[src/rtl/bvmm_pkg.sv]
// Shared types and constants for the battery voltage mode monitor.
package bvmm_pkg;

    localparam int DATA_W = 12;
    localparam int CNT_W  = 8;
    localparam int REG_IDX_W = 3;

    typedef enum logic [1:0] {
        MODE_NORMAL  = 2'd0,
        MODE_WARNING = 2'd1,
        MODE_SEVERE  = 2'd2
    } mode_t;

    typedef enum logic [1:0] {
        SEQ_IDLE,
        SEQ_MEDIAN,
        SEQ_DONE
    } seq_state_t;

    localparam logic [REG_IDX_W-1:0] REG_A_EXIT_HIGH   = 3'd0;
    localparam logic [REG_IDX_W-1:0] REG_A_EXIT_LOW    = 3'd1;
    localparam logic [REG_IDX_W-1:0] REG_A_RETURN_LOW  = 3'd2;
    localparam logic [REG_IDX_W-1:0] REG_A_RETURN_HIGH = 3'd3;
    localparam logic [REG_IDX_W-1:0] REG_C_ENTER_HIGH  = 3'd4;
    localparam logic [REG_IDX_W-1:0] REG_C_ENTER_LOW   = 3'd5;
    localparam logic [REG_IDX_W-1:0] REG_C_RETURN_LOW  = 3'd6;
    localparam logic [REG_IDX_W-1:0] REG_C_RETURN_HIGH = 3'd7;

    typedef struct packed {
        logic [DATA_W-1:0] a_exit_high;
        logic [DATA_W-1:0] a_exit_low;
        logic [DATA_W-1:0] a_return_low;
        logic [DATA_W-1:0] a_return_high;
        logic [DATA_W-1:0] c_enter_high;
        logic [DATA_W-1:0] c_enter_low;
        logic [DATA_W-1:0] c_return_low;
        logic [DATA_W-1:0] c_return_high;
    } thresh_t;

    typedef struct packed {
        logic              sample_we;
        logic [DATA_W-1:0] sample_data;
        logic              start;
    } med_ctrl_t;

endpackage

[src/rtl/bvmm_median.sv]
// Sample ring and iterative rank-select median unit, one candidate per cycle.
module bvmm_median
    import bvmm_pkg::*;
#(
    parameter int SAMPLE_COUNT = 8
)
(
    input  logic              clk,
    input  logic              rst_n,
    input  med_ctrl_t         ctrl,
    output logic              done,
    output logic [DATA_W-1:0] median
);

    localparam int N       = SAMPLE_COUNT;
    localparam int IW      = (N > 1) ? $clog2(N) : 1;
    localparam int RW      = $clog2(N + 1);
    localparam int LO_RANK = (N - 1) / 2;
    localparam int HI_RANK = N / 2;

    logic [DATA_W-1:0] ring_reg [N];
    logic [IW-1:0]     wr_idx_reg;
    logic [IW-1:0]     cand_reg;
    logic              busy_reg;
    logic              done_reg;
    logic [DATA_W-1:0] lo_reg;
    logic [DATA_W-1:0] hi_reg;

    logic [DATA_W-1:0] cand_val;
    logic [RW-1:0]     rank;
    logic [DATA_W:0]   sum;

    assign cand_val = ring_reg[cand_reg];

    always_comb
    begin
        rank = '0;
        for (int j = 0; j < N; j++)
        begin
            if ((ring_reg[j] < cand_val) ||
                ((ring_reg[j] == cand_val) && (IW'(j) < cand_reg)))
            begin
                rank = rank + RW'(1);
            end
        end
    end

    always_ff @(posedge clk or negedge rst_n)
    begin
        if (!rst_n)
        begin
            for (int k = 0; k < N; k++)
            begin
                ring_reg[k] <= '0;
            end
            wr_idx_reg <= '0;
        end
        else if (ctrl.sample_we)
        begin
            ring_reg[wr_idx_reg] <= ctrl.sample_data;
            if (wr_idx_reg == IW'(N - 1))
            begin
                wr_idx_reg <= '0;
            end
            else
            begin
                wr_idx_reg <= wr_idx_reg + IW'(1);
            end
        end
    end

    always_ff @(posedge clk or negedge rst_n)
    begin
        if (!rst_n)
        begin
            busy_reg <= 1'b0;
            done_reg <= 1'b0;
            cand_reg <= '0;
        end
        else
        begin
            if (ctrl.start)
            begin
                busy_reg <= 1'b1;
                done_reg <= 1'b0;
                cand_reg <= '0;
            end
            else if (busy_reg)
            begin
                if (cand_reg == IW'(N - 1))
                begin
                    busy_reg <= 1'b0;
                    done_reg <= 1'b1;
                    cand_reg <= '0;
                end
                else
                begin
                    done_reg <= 1'b0;
                    cand_reg <= cand_reg + IW'(1);
                end
            end
            else
            begin
                done_reg <= 1'b0;
            end
        end
    end

    always_ff @(posedge clk)
    begin
        if (busy_reg)
        begin
            if (rank == RW'(LO_RANK))
            begin
                lo_reg <= cand_val;
            end
            if (rank == RW'(HI_RANK))
            begin
                hi_reg <= cand_val;
            end
        end
    end

    assign sum    = {1'b0, lo_reg} + {1'b0, hi_reg};
    assign median = sum[DATA_W:1];
    assign done   = done_reg;

endmodule

[src/rtl/bvmm_mode.sv]
// Debounced three-mode voltage window machine.
module bvmm_mode
    import bvmm_pkg::*;
#(
    parameter int RUN_DEBOUNCE   = 10,
    parameter int START_DEBOUNCE = 2
)
(
    input  logic              clk,
    input  logic              rst_n,
    input  logic              tick_en,
    input  logic              start_phase,
    input  logic [DATA_W-1:0] median,
    input  thresh_t           thr,
    output mode_t             mode_q
);

    localparam logic [CNT_W-1:0] RUN_LIMIT   = CNT_W'(RUN_DEBOUNCE);
    localparam logic [CNT_W-1:0] START_LIMIT = CNT_W'(START_DEBOUNCE);

    mode_t             mode_reg;
    mode_t             mode_next;
    logic [CNT_W-1:0]  count_reg;
    logic [CNT_W-1:0]  count_next;
    logic [CNT_W-1:0]  count_inc;
    logic [CNT_W-1:0]  limit;
    logic              qual;
    mode_t             target;

    always_ff @(posedge clk or negedge rst_n)
    begin
        if (!rst_n)
        begin
            mode_reg  <= MODE_NORMAL;
            count_reg <= '0;
        end
        else if (tick_en)
        begin
            mode_reg  <= mode_next;
            count_reg <= count_next;
        end
    end

    always_comb
    begin
        limit      = start_phase ? START_LIMIT : RUN_LIMIT;
        count_inc  = count_reg + CNT_W'(1);
        qual       = 1'b0;
        target     = mode_reg;
        mode_next  = mode_reg;
        count_next = count_reg;
        unique case (mode_reg)
            MODE_NORMAL:
            begin
                if ((median >= thr.a_exit_high) || (median < thr.a_exit_low))
                begin
                    qual   = 1'b1;
                    target = MODE_WARNING;
                end
            end
            MODE_WARNING:
            begin
                if ((median < thr.a_return_high) && (median >= thr.a_return_low))
                begin
                    qual   = 1'b1;
                    target = MODE_NORMAL;
                end
                else if ((median >= thr.c_enter_high) || (median < thr.c_enter_low))
                begin
                    qual   = 1'b1;
                    target = MODE_SEVERE;
                end
            end
            MODE_SEVERE:
            begin
                if ((median < thr.c_return_high) && (median >= thr.c_return_low))
                begin
                    qual   = 1'b1;
                    target = MODE_WARNING;
                end
            end
            default:
            begin
                target = MODE_SEVERE;
            end
        endcase

        if ((mode_reg != MODE_NORMAL) && (mode_reg != MODE_WARNING) &&
            (mode_reg != MODE_SEVERE))
        begin
            mode_next = MODE_SEVERE;
        end
        else if (qual)
        begin
            if (count_inc >= limit)
            begin
                mode_next  = target;
                count_next = '0;
            end
            else
            begin
                count_next = count_inc;
            end
        end
        else
        begin
            count_next = '0;
        end
    end

    assign mode_q = mode_reg;

endmodule

[src/rtl/battery_voltage_mode_monitor_core.sv]
// Battery voltage mode monitor: median filter plus debounced voltage window machine.
// Sequence: a sample item is written into the ring and its result follows in SEQ_DONE; a tick item
// starts the median unit (one ring entry ranked per cycle), then updates the mode and goes to SEQ_DONE.
// Flow: one item in flight; in_stall holds off a new item until the last result is taken.
// Reset (rst_n, asynchronous): ring, write index, mode, counter and last median clear;
// thresholds return to their defaults.
module battery_voltage_mode_monitor_core
    import bvmm_pkg::*;
#(
    parameter int SAMPLE_COUNT   = 8,
    parameter int RUN_DEBOUNCE   = 10,
    parameter int START_DEBOUNCE = 2
)
(
    input  logic                 clk,
    input  logic                 rst_n,
    input  logic                 in_valid,
    output logic                 in_stall,
    input  logic                 op,
    input  logic [DATA_W-1:0]    adc_value,
    input  logic                 start_phase,
    output logic                 out_valid,
    input  logic                 out_stall,
    output logic [1:0]           mode,
    output logic                 voltage_fault,
    output logic                 link_enable,
    output logic [DATA_W-1:0]    median_value,
    input  logic                 cfg_write_en,
    input  logic [REG_IDX_W-1:0] cfg_index,
    input  logic [DATA_W-1:0]    cfg_data
);

    seq_state_t        state_reg;
    seq_state_t        state_next;
    thresh_t           thr_reg;
    logic              sp_reg;
    logic [DATA_W-1:0] last_median_reg;
    med_ctrl_t         med_ctrl;
    logic              med_done;
    logic [DATA_W-1:0] med_value;
    logic              in_accept;
    logic              tick_en;
    mode_t             mode_q;

    assign in_accept = in_valid && !in_stall;

    always_ff @(posedge clk or negedge rst_n)
    begin
        if (!rst_n)
        begin
            thr_reg.a_exit_high   <= '1;
            thr_reg.a_exit_low    <= '0;
            thr_reg.a_return_low  <= '0;
            thr_reg.a_return_high <= '1;
            thr_reg.c_enter_high  <= '1;
            thr_reg.c_enter_low   <= '0;
            thr_reg.c_return_low  <= '0;
            thr_reg.c_return_high <= '1;
        end
        else if (cfg_write_en)
        begin
            unique case (cfg_index)
                REG_A_EXIT_HIGH:   thr_reg.a_exit_high   <= cfg_data;
                REG_A_EXIT_LOW:    thr_reg.a_exit_low    <= cfg_data;
                REG_A_RETURN_LOW:  thr_reg.a_return_low  <= cfg_data;
                REG_A_RETURN_HIGH: thr_reg.a_return_high <= cfg_data;
                REG_C_ENTER_HIGH:  thr_reg.c_enter_high  <= cfg_data;
                REG_C_ENTER_LOW:   thr_reg.c_enter_low   <= cfg_data;
                REG_C_RETURN_LOW:  thr_reg.c_return_low  <= cfg_data;
                REG_C_RETURN_HIGH: thr_reg.c_return_high <= cfg_data;
            endcase
        end
    end

    always_ff @(posedge clk or negedge rst_n)
    begin
        if (!rst_n)
        begin
            state_reg       <= SEQ_IDLE;
            last_median_reg <= '0;
        end
        else
        begin
            state_reg <= state_next;
            if (tick_en)
            begin
                last_median_reg <= med_value;
            end
        end
    end

    always_ff @(posedge clk)
    begin
        if (in_accept)
        begin
            sp_reg <= start_phase;
        end
    end

    always_comb
    begin
        state_next           = state_reg;
        in_stall             = 1'b1;
        out_valid            = 1'b0;
        tick_en              = 1'b0;
        med_ctrl.sample_we   = 1'b0;
        med_ctrl.sample_data = adc_value;
        med_ctrl.start       = 1'b0;
        unique case (state_reg)
            SEQ_IDLE:
            begin
                in_stall = 1'b0;
                if (in_valid)
                begin
                    if (op)
                    begin
                        med_ctrl.start = 1'b1;
                        state_next     = SEQ_MEDIAN;
                    end
                    else
                    begin
                        med_ctrl.sample_we = 1'b1;
                        state_next         = SEQ_DONE;
                    end
                end
            end
            SEQ_MEDIAN:
            begin
                if (med_done)
                begin
                    tick_en    = 1'b1;
                    state_next = SEQ_DONE;
                end
            end
            SEQ_DONE:
            begin
                out_valid = 1'b1;
                if (!out_stall)
                begin
                    state_next = SEQ_IDLE;
                end
            end
            default:
            begin
                state_next = SEQ_IDLE;
            end
        endcase
    end

    bvmm_median #(
        .SAMPLE_COUNT (SAMPLE_COUNT)
    ) u_median (
        .clk    (clk),
        .rst_n  (rst_n),
        .ctrl   (med_ctrl),
        .done   (med_done),
        .median (med_value)
    );

    bvmm_mode #(
        .RUN_DEBOUNCE   (RUN_DEBOUNCE),
        .START_DEBOUNCE (START_DEBOUNCE)
    ) u_mode (
        .clk         (clk),
        .rst_n       (rst_n),
        .tick_en     (tick_en),
        .start_phase (sp_reg),
        .median      (med_value),
        .thr         (thr_reg),
        .mode_q      (mode_q)
    );

    assign mode          = mode_q;
    assign voltage_fault = (mode_q != MODE_NORMAL);
    assign link_enable   = (mode_q != MODE_SEVERE);
    assign median_value  = last_median_reg;

endmodule

[config.mk]
export PLATFORM = sky130hd
export DESIGN_NAME = battery_voltage_mode_monitor_core
export DESIGN_NICKNAME = d
export VERILOG_FILES = /design/src/rtl/bvmm_pkg.sv /design/src/rtl/bvmm_median.sv /design/src/rtl/bvmm_mode.sv /design/src/rtl/battery_voltage_mode_monitor_core.sv
export SDC_FILE = /design/constraint.sdc
export NUM_CORES = 1
export LEC_CHECK = 0
export ABC_AREA = 1
export BUFFER_PORTS_ARGS = -buffer_cell sky130_fd_sc_hd__buf_2
export CAP_MARGIN = 40
export CORE_UTILIZATION = 35
export CTS_CLUSTER_DIAMETER = 120
export CTS_CLUSTER_SIZE = 14
export DETAILED_ROUTE_END_ITERATION = 8
export PLACE_DENSITY_LB_ADDON = 0.1
export SYNTH_ARGS = -nofsm -noshare
export SYNTH_HDL_FRONTEND = slang
export SYNTH_SLANG_ARGS = --single-unit
[constraint.sdc]
create_clock -name clk -period 16.6 [get_ports clk]
set_input_delay 0.83 -clock clk [delete_from_list [all_inputs] [get_ports clk]]
set_output_delay 0.83 -clock clk [all_outputs]
set_load 0.02 [all_outputs]
==> results of run 1 <==
## worst min path at each step
stage / end / slack (ps) / cells past startpoint / startpoint
3_3_place_gp: median_value[2]$_DFFE_PN0P_ / 460 / 2 / median_value[2]$_DFFE_PN0P_
3_5_place_dp: median_value[2]$_DFFE_PN0P_ / 460 / 2 / median_value[2]$_DFFE_PN0P_
2_1_floorplan: thr_reg[24]$_DFFE_PN0P_ / 450 / 2 / thr_reg[24]$_DFFE_PN0P_
4_1_cts: thr_reg[75]$_DFFE_PN0P_ / 330 / 1 / rst_n
5_1_grt: thr_reg[14]$_DFFE_PN0P_ / 360 / 1 / rst_n
6_report: thr_reg[14]$_DFFE_PN0P_ / 310 / 1 / rst_n
## critical path, delay by kind of cell (launching register included)
family / cells / cell delay, ps
buffers and inverters: 6 / 730
adders and majority gates: 7 / 1940
and+or+nand+nor: 16 / 2770
AOI/OAI and AO/OA: 7 / 1100
DFF: 1 / 470
## synthesized netlist by cell type (all sizes together) (3+ instances only)
cell    count
nand2     445
o21ai     276
inv       235
ha        212
dfrtp     176
nor2      135
a21oi      97
nand3      55
dfstp      48
clkbuf     45
nand4      28
o21a       26
edfxtp     25
a211oi      8
nor3        8
xor2        8
a31oi       7
o211ai      7
a21boi      5
buf         4
o21bai      4
or2         4
a21o        3
nand3b      3
xnor2       3
## cell type report
cell class	count	area (µm²)	share of cell area
Multi-Input combinational cell	1346	8020	0.464
Clock buffer	36	582	0.0337
Sequential cell	249	6420	0.371
Tap cell	585	732	0.0424
Clock inverter	2	13.8	0.000797
Inverter	236	886	0.0513
Timing Repair Buffer	80	627	0.0363
## stage by stage
step	utilization	std cells	setup WS [ps]	instance area, µm²	hold WS (ps)
floorplan	-	1880	10240	15500	448
global placement	0.378	2479	9160	16400	459
detailed placement	0.385	2496	9250	16700	461
CTS	0.398	2534	9210	17300	334
global route	0.398	2534	8550	17300	358
finish	0.398	2534	9270	17300	312
## cell families after synthesis
family	Yosys count
DFF	249
buffers and inverters	285
xor gates and xnor gates	11
and+or+nand+nor	681
AOI/OAI and AO/OA	441
adders and majority gates	213
## per-layer routing
metal | up-vias | part of all wire | global-route usage
li1 | 6367 | - | -
met1 | 5945 | 0.48 | 0.274
met2 | 190 | 0.46 | 0.340
met3 | 57 | 0.027 | 0.0202
met4 | 0 | 0.031 | 0.0595
met5 | - | 0 | 0
==> reports/qor.txt, run 1 <==
vias per cell = 4.96
CP startpoint = u_median.cand_reg[1]$_DFFE_PN0P_
Simple-Gate Fraction of Synth Area = 0.184
Worst setup SP type = register
Crit Path Class = reg2reg
GRT Residual Overflow = 0
max-cap violations = 0
CTS HTree Levels = 1
Required @ worst endpoint = 16840 ps
FFs w/ async S/R, synth = 0.900
Hold-fix buffers, CTS = 0
Seq cells post-synth = 249
Crit path top cell by count = ha_1
Slew @ Worst Pin = 809 ps
compound-cell area share of the yosys netlist = 0.154
Post-Syn Instances = 1880
Reg2Reg Depth = 36
TritonCTS clock tree = built
worst skew pair latency = 540 ps
initial antenna violation count = 0
Post-Synth XOR/XNOR Area = 0.00622
RSZ-0062 raised after global routing = no
final antenna-violating net count = 0
worst hold path class = in2async
final setup vio count = 0
Yosys warnings = 0
ys flop type = dfrtp_1
Die Width = 212 µm
syn avg cell area = 8.24 µm²
Pins Over Slew Limit = 0
post-synthesis mux area share = 0
Final Hold Viols = 0
clock tree sinks = 249
dpl hpwl = 33.6 mm
die area = 45100 µm²
vias in the first global route = 12391
clk slew on worst S/H paths = 80 ps
Peak Freq = 0.136 GHz
syn_nets = 2127
clk buf depth = 3
DR WL/cell = 17.5 µm
DR iter-0 viols = 736
commonest non-fill, non-tap cell in the layout = nand2_1
CP arrival = 7570 ps
diodes inserted = 0
DRC = 0
delay of the slowest critical-path stage = 570 ps
Cell Rows = 76
# fillers = 4491
largest net degree at the start of global routing = 94
period utilisation layout = 0.441
Area Growth Syn to Fin = 11.5%
Post-CTS Resized = 0
synthesized area = 15500 µm²
nets = 2181
area fraction of the dominant cell type after synthesis = 0.284
gr usage total = 0.202
Period minus WS final = 7330 ps
Reg2Reg Capture Point = u_median.hi_reg[8]$_DFFE_PP_
status = complete, no violations
Clock Skew = 14.7 ps
drt total wl = 44.2 mm
leading post-synthesis cells by cell area = dfrtp_1, ha_1, nand2_1
leading area contributor after synthesis = dfrtp_1
CTS root buffer = clkbuf_16
crit path to = u_median.hi_reg[8]$_DFFE_PP_
Worst R2R Start = u_median.cand_reg[1]$_DFFE_PN0P_
core area = 43400 µm²
first-pass GRT wire length = 70.2 mm
synthesized-area fraction occupied by adder cells = 0.172
CP endpoint kind = register
fraction of layout cells with a size suffix above 1 = 0.0990
largest family of logic cells by synthesized area = simple AND/OR/NAND/NOR gates
commonest cells after routing, fill and taps aside = nand2_1, o21ai_0, inv_1
Total Neg Setup Slack = 0 ps
I/O Pins = 52
PortBufs = 51
post-synthesis sequential area ratio = 0.414
worst reg-to-reg setup slack = 9270 ps
TritonCTS Buffers = 21
slowest CP cell = nor2_2
Starting Density = 0.357
gp weighted congestion = 0.863
EDFF count, synth = 25
Pre-antenna DRT Iters = 5
slew margin rel. = 0.460
Chip Height = 212 µm
post-CTS setup buffers = 0
Worst Path Max Fanout = 13
Netlist cell types = 47
total number of vias = 12559
Power of run 1 is left out: the tool's default activity adds up to more than one toggle a clock period on the data nets, which glitch-free logic cannot reach.
==> run 2, diff against run 1 <==
--- a/config.mk
+++ b/config.mk
@@ -5,7 +5,7 @@
 export SDC_FILE = /design/constraint.sdc
 export NUM_CORES = 1
 export LEC_CHECK = 0
-export ABC_AREA = 1
+export ABC_AREA = 0
 export BUFFER_PORTS_ARGS = -buffer_cell sky130_fd_sc_hd__buf_2
 export CAP_MARGIN = 40
 export CORE_UTILIZATION = 35
==> constraint.sdc (replaced) <==
create_clock -name clk -period 6.9 [get_ports clk]
set_input_delay 0.345 -clock clk [delete_from_list [all_inputs] [get_ports clk]]
set_output_delay 0.345 -clock clk [all_outputs]
set_load 0.02 [all_outputs]
==> run 2 against run 1 <==
  * Wire length decreased by 7.8%
  * Setup slack got worse by 9100 ps
  * Register-to-register slack lost 9100 ps
  * Die area decreased by 0.76%
  * Critical path depth is 6 lower
  * Design area grew 5.4%
  * Global-route usage is 1.8 points lower
  * Sequential cell count did not move
  * Synthesized cell count fell by 28%
  * Critical path type unchanged
  * Largest cell class unchanged
==> reports/qor.txt, run 2 <==
status = complete, no violations
syn_nets = 1605 (-25%)
FFs w/ async S/R, synth = 0.900 (unchanged)
leading cell types by count after synthesis = ha_1, dfrtp_1, mux2_2
area fraction of the dominant cell type after synthesis = 0.286 (+0.00220)
Area Growth Syn to Fin = 18.4%
top-count cell post-synth = ha_1
synthesized area = 15400 µm² (-0.77%)
dpl hpwl = 30.2 mm (-10%)
Starting Density = 0.356 (-0.00118)
CTS root buffer = clkbuf_16
CTS HTree Levels = 1 (unchanged)
core area = 43200 µm² (-0.44%)
delay of the slowest critical-path stage = 520 ps (-50 ps)
largest net degree at the start of global routing = 96 (+2.1%)
Clock Skew = 17.6 ps (+2.86 ps)
vias in the first global route = 10795 (-13%)
leading post-synthesis cells by cell area = dfrtp_1, ha_1, mux2_2
Die Width = 212 µm (-0.38%)
Worst R2R Start = u_median.cand_reg[0]$_DFFE_PN0P_
TritonCTS Buffers = 21 (unchanged)
max-cap violations = 0 (unchanged)
Post-Syn Instances = 1358 (-28%)
gp weighted congestion = 0.835 (-3.2%)
slew margin rel. = 0.442 (-0.0174)
hold wc startpoint = op
period utilisation layout = 0.974 (+0.532)
leading area contributor after synthesis = dfrtp_1
Crit Path Class = reg2reg
Cell Rows = 76 (unchanged)
I/O Pins = 52 (unchanged)
final setup vio count = 0 (unchanged)
diodes inserted = 0 (unchanged)
Pins Over Slew Limit = 0 (unchanged)
Worst Path Max Fanout = 8 (-5)
DR WL/cell = 19.6 µm (+12%)
cell area after layout = 18200 µm² (+5.4%)
post-layout util = 0.422 (+0.0233)
fraction of layout cells with a size suffix above 1 = 0.304 (+0.205)
Peak Freq = 0.149 GHz (+9.1%)
area of the multi-input gates = 8770 µm² (+9.4%)
Period minus WS final = 6720 ps (-610 ps)
initial antenna violation count = 0 (unchanged)
Pre-antenna DRT Iters = 4 (-1)
Seq cells post-synth = 249 (unchanged)
post-synthesis sequential area ratio = 0.417 (+0.00320)
worst hold path class = in2reg
Storage cell area = 6420 µm² (about the same)
nets = 1732 (-21%)
clk slew on worst S/H paths = 70 ps (about the same)
Final Hold Viols = 0 (unchanged)
Required @ worst endpoint = 7150 ps (-9690 ps)
commonest cells after routing, fill and taps aside = ha_1, dfrtp_1, mux2_2
clk buf depth = 3 (unchanged)
CP endpoint kind = register
CP arrival = 6970 ps (-600 ps)
total number of vias = 10656 (-15%)
ys flop type = dfrtp_1
commonest non-fill, non-tap cell in the layout = ha_1
Netlist cell types = 63 (+34%)
drt total wl = 40.8 mm (-7.8%)
DRC = 0 (unchanged)
Crit path top cell by count = ha_4
first-pass GRT wire length = 63.0 mm (-10%)
Chip Height = 212 µm (-0.38%)
final antenna-violating net count = 0 (unchanged)
slowest CP cell = mux4_2
vias per cell = 5.12 (+3.2%)
CP startpoint = u_median.cand_reg[0]$_DFFE_PN0P_
placed cell area = 17000 µm² (+2.0%)
worst skew pair latency = 530 ps (about the same)
GRT Residual Overflow = 0 (unchanged)
Worst setup SP type = register
die area = 44800 µm² (-0.76%)
Slew @ Worst Pin = 833 ps (+24.1 ps)
Yosys warnings = 0 (unchanged)
# fillers = 4197 (-6.5%)
TritonCTS clock tree = built
clock tree sinks = 249 (unchanged)
EDFF count, synth = 25 (unchanged)
PortBufs = 51 (unchanged)
gr usage total = 0.185 (-0.0176)
syn avg cell area = 11.3 µm² (+37%)
DR iter-0 viols = 428 (-42%)
[run 2: per-layer routing]
layer | wire (µm) | vias to the layer above | track usage
met5 | 0 | - | 0
met4 | 1330 | 0 | 0.0562
met3 | 1100 | 65 | 0.0239
met2 | 20700 | 141 | 0.334
met1 | 17600 | 5272 | 0.227
li1 | - | 5178 | -
[run 2: area by class of cell]
| class | count | share of cell area |
|---|---|---|
| multi-input combinational | 942 | 0.482 |
| sequential | 249 | 0.353 |
| timing repair buffer | 139 | 0.0658 |
| tap | 585 | 0.0402 |
| clock buffer | 34 | 0.0315 |
| inverter | 132 | 0.0272 |
| clock inverter | 2 | 0.000756 |
[run 2: cell families (layout without fill, tap and decap cells)]
kind of cell / count (synthesis) / in the layout / share of synthesized area
xor gates and xnor gates: 25 / 25 / 0.0183
and+or+nand+nor: 238 / 238 / 0.0784
buffers and inverters: 167 / 307 / 0.0411
adders and majority gates: 213 / 213 / 0.174
muxes: 199 / 199 / 0.163
DFF: 249 / 249 / 0.417
AOI/OAI and AO/OA: 267 / 267 / 0.108
[run 2: worst paths after layout]
check	endpoint	slack, ps	depth (start not counted)
max	u_median.lo_reg[7]$_DFFE_PP_	180	30
min in group asynchronous	thr_reg[12]$_DFFE_PN0P_	440	2
min	u_median.busy_reg$_DFF_PN0_	110	3
min reg2reg	median_value[0]$_DFFE_PN0P_	490	2
max in group asynchronous	thr_reg[86]$_DFFE_PN1P_	5190	4
max reg2reg	u_median.lo_reg[7]$_DFFE_PP_	180	30
[run 2: worst max-delay path, delay by kind of cell (launching register included)]
family | cells | cell delay [ps]
AOI/OAI and AO/OA | 6 | 1410
adders and majority gates | 6 | 1380
xor gates and xnor gates | 1 | 180
buffers and inverters | 6 | 780
muxes | 5 | 1320
DFF | 1 | 470
and+or+nand+nor | 6 | 870
[run 2: through the flow]
step	TNS [ps]	setup slack (ps)	hold slack (ps)	instances
6_report	0	181	110	2083
5_1_grt	-1040	-99.2	98.0	2083
4_1_cts	0	0.451	83.8	2056
3_5_place_dp	0	46.0	459	2017
3_3_place_gp	0	149	458	2002
2_1_floorplan	0	26.3	49.4	1358
[run 2: timing repair]
action / 4_1_cts / 5_1_grt
hold buffers: 3 / 0
hold endpoints to repair: 60 / 0
buffers inserted: 0 / 24
resized for setup: 0 / 47
setup endpoints to repair: 0 / 24
Power of run 2 is left out for the same reason.
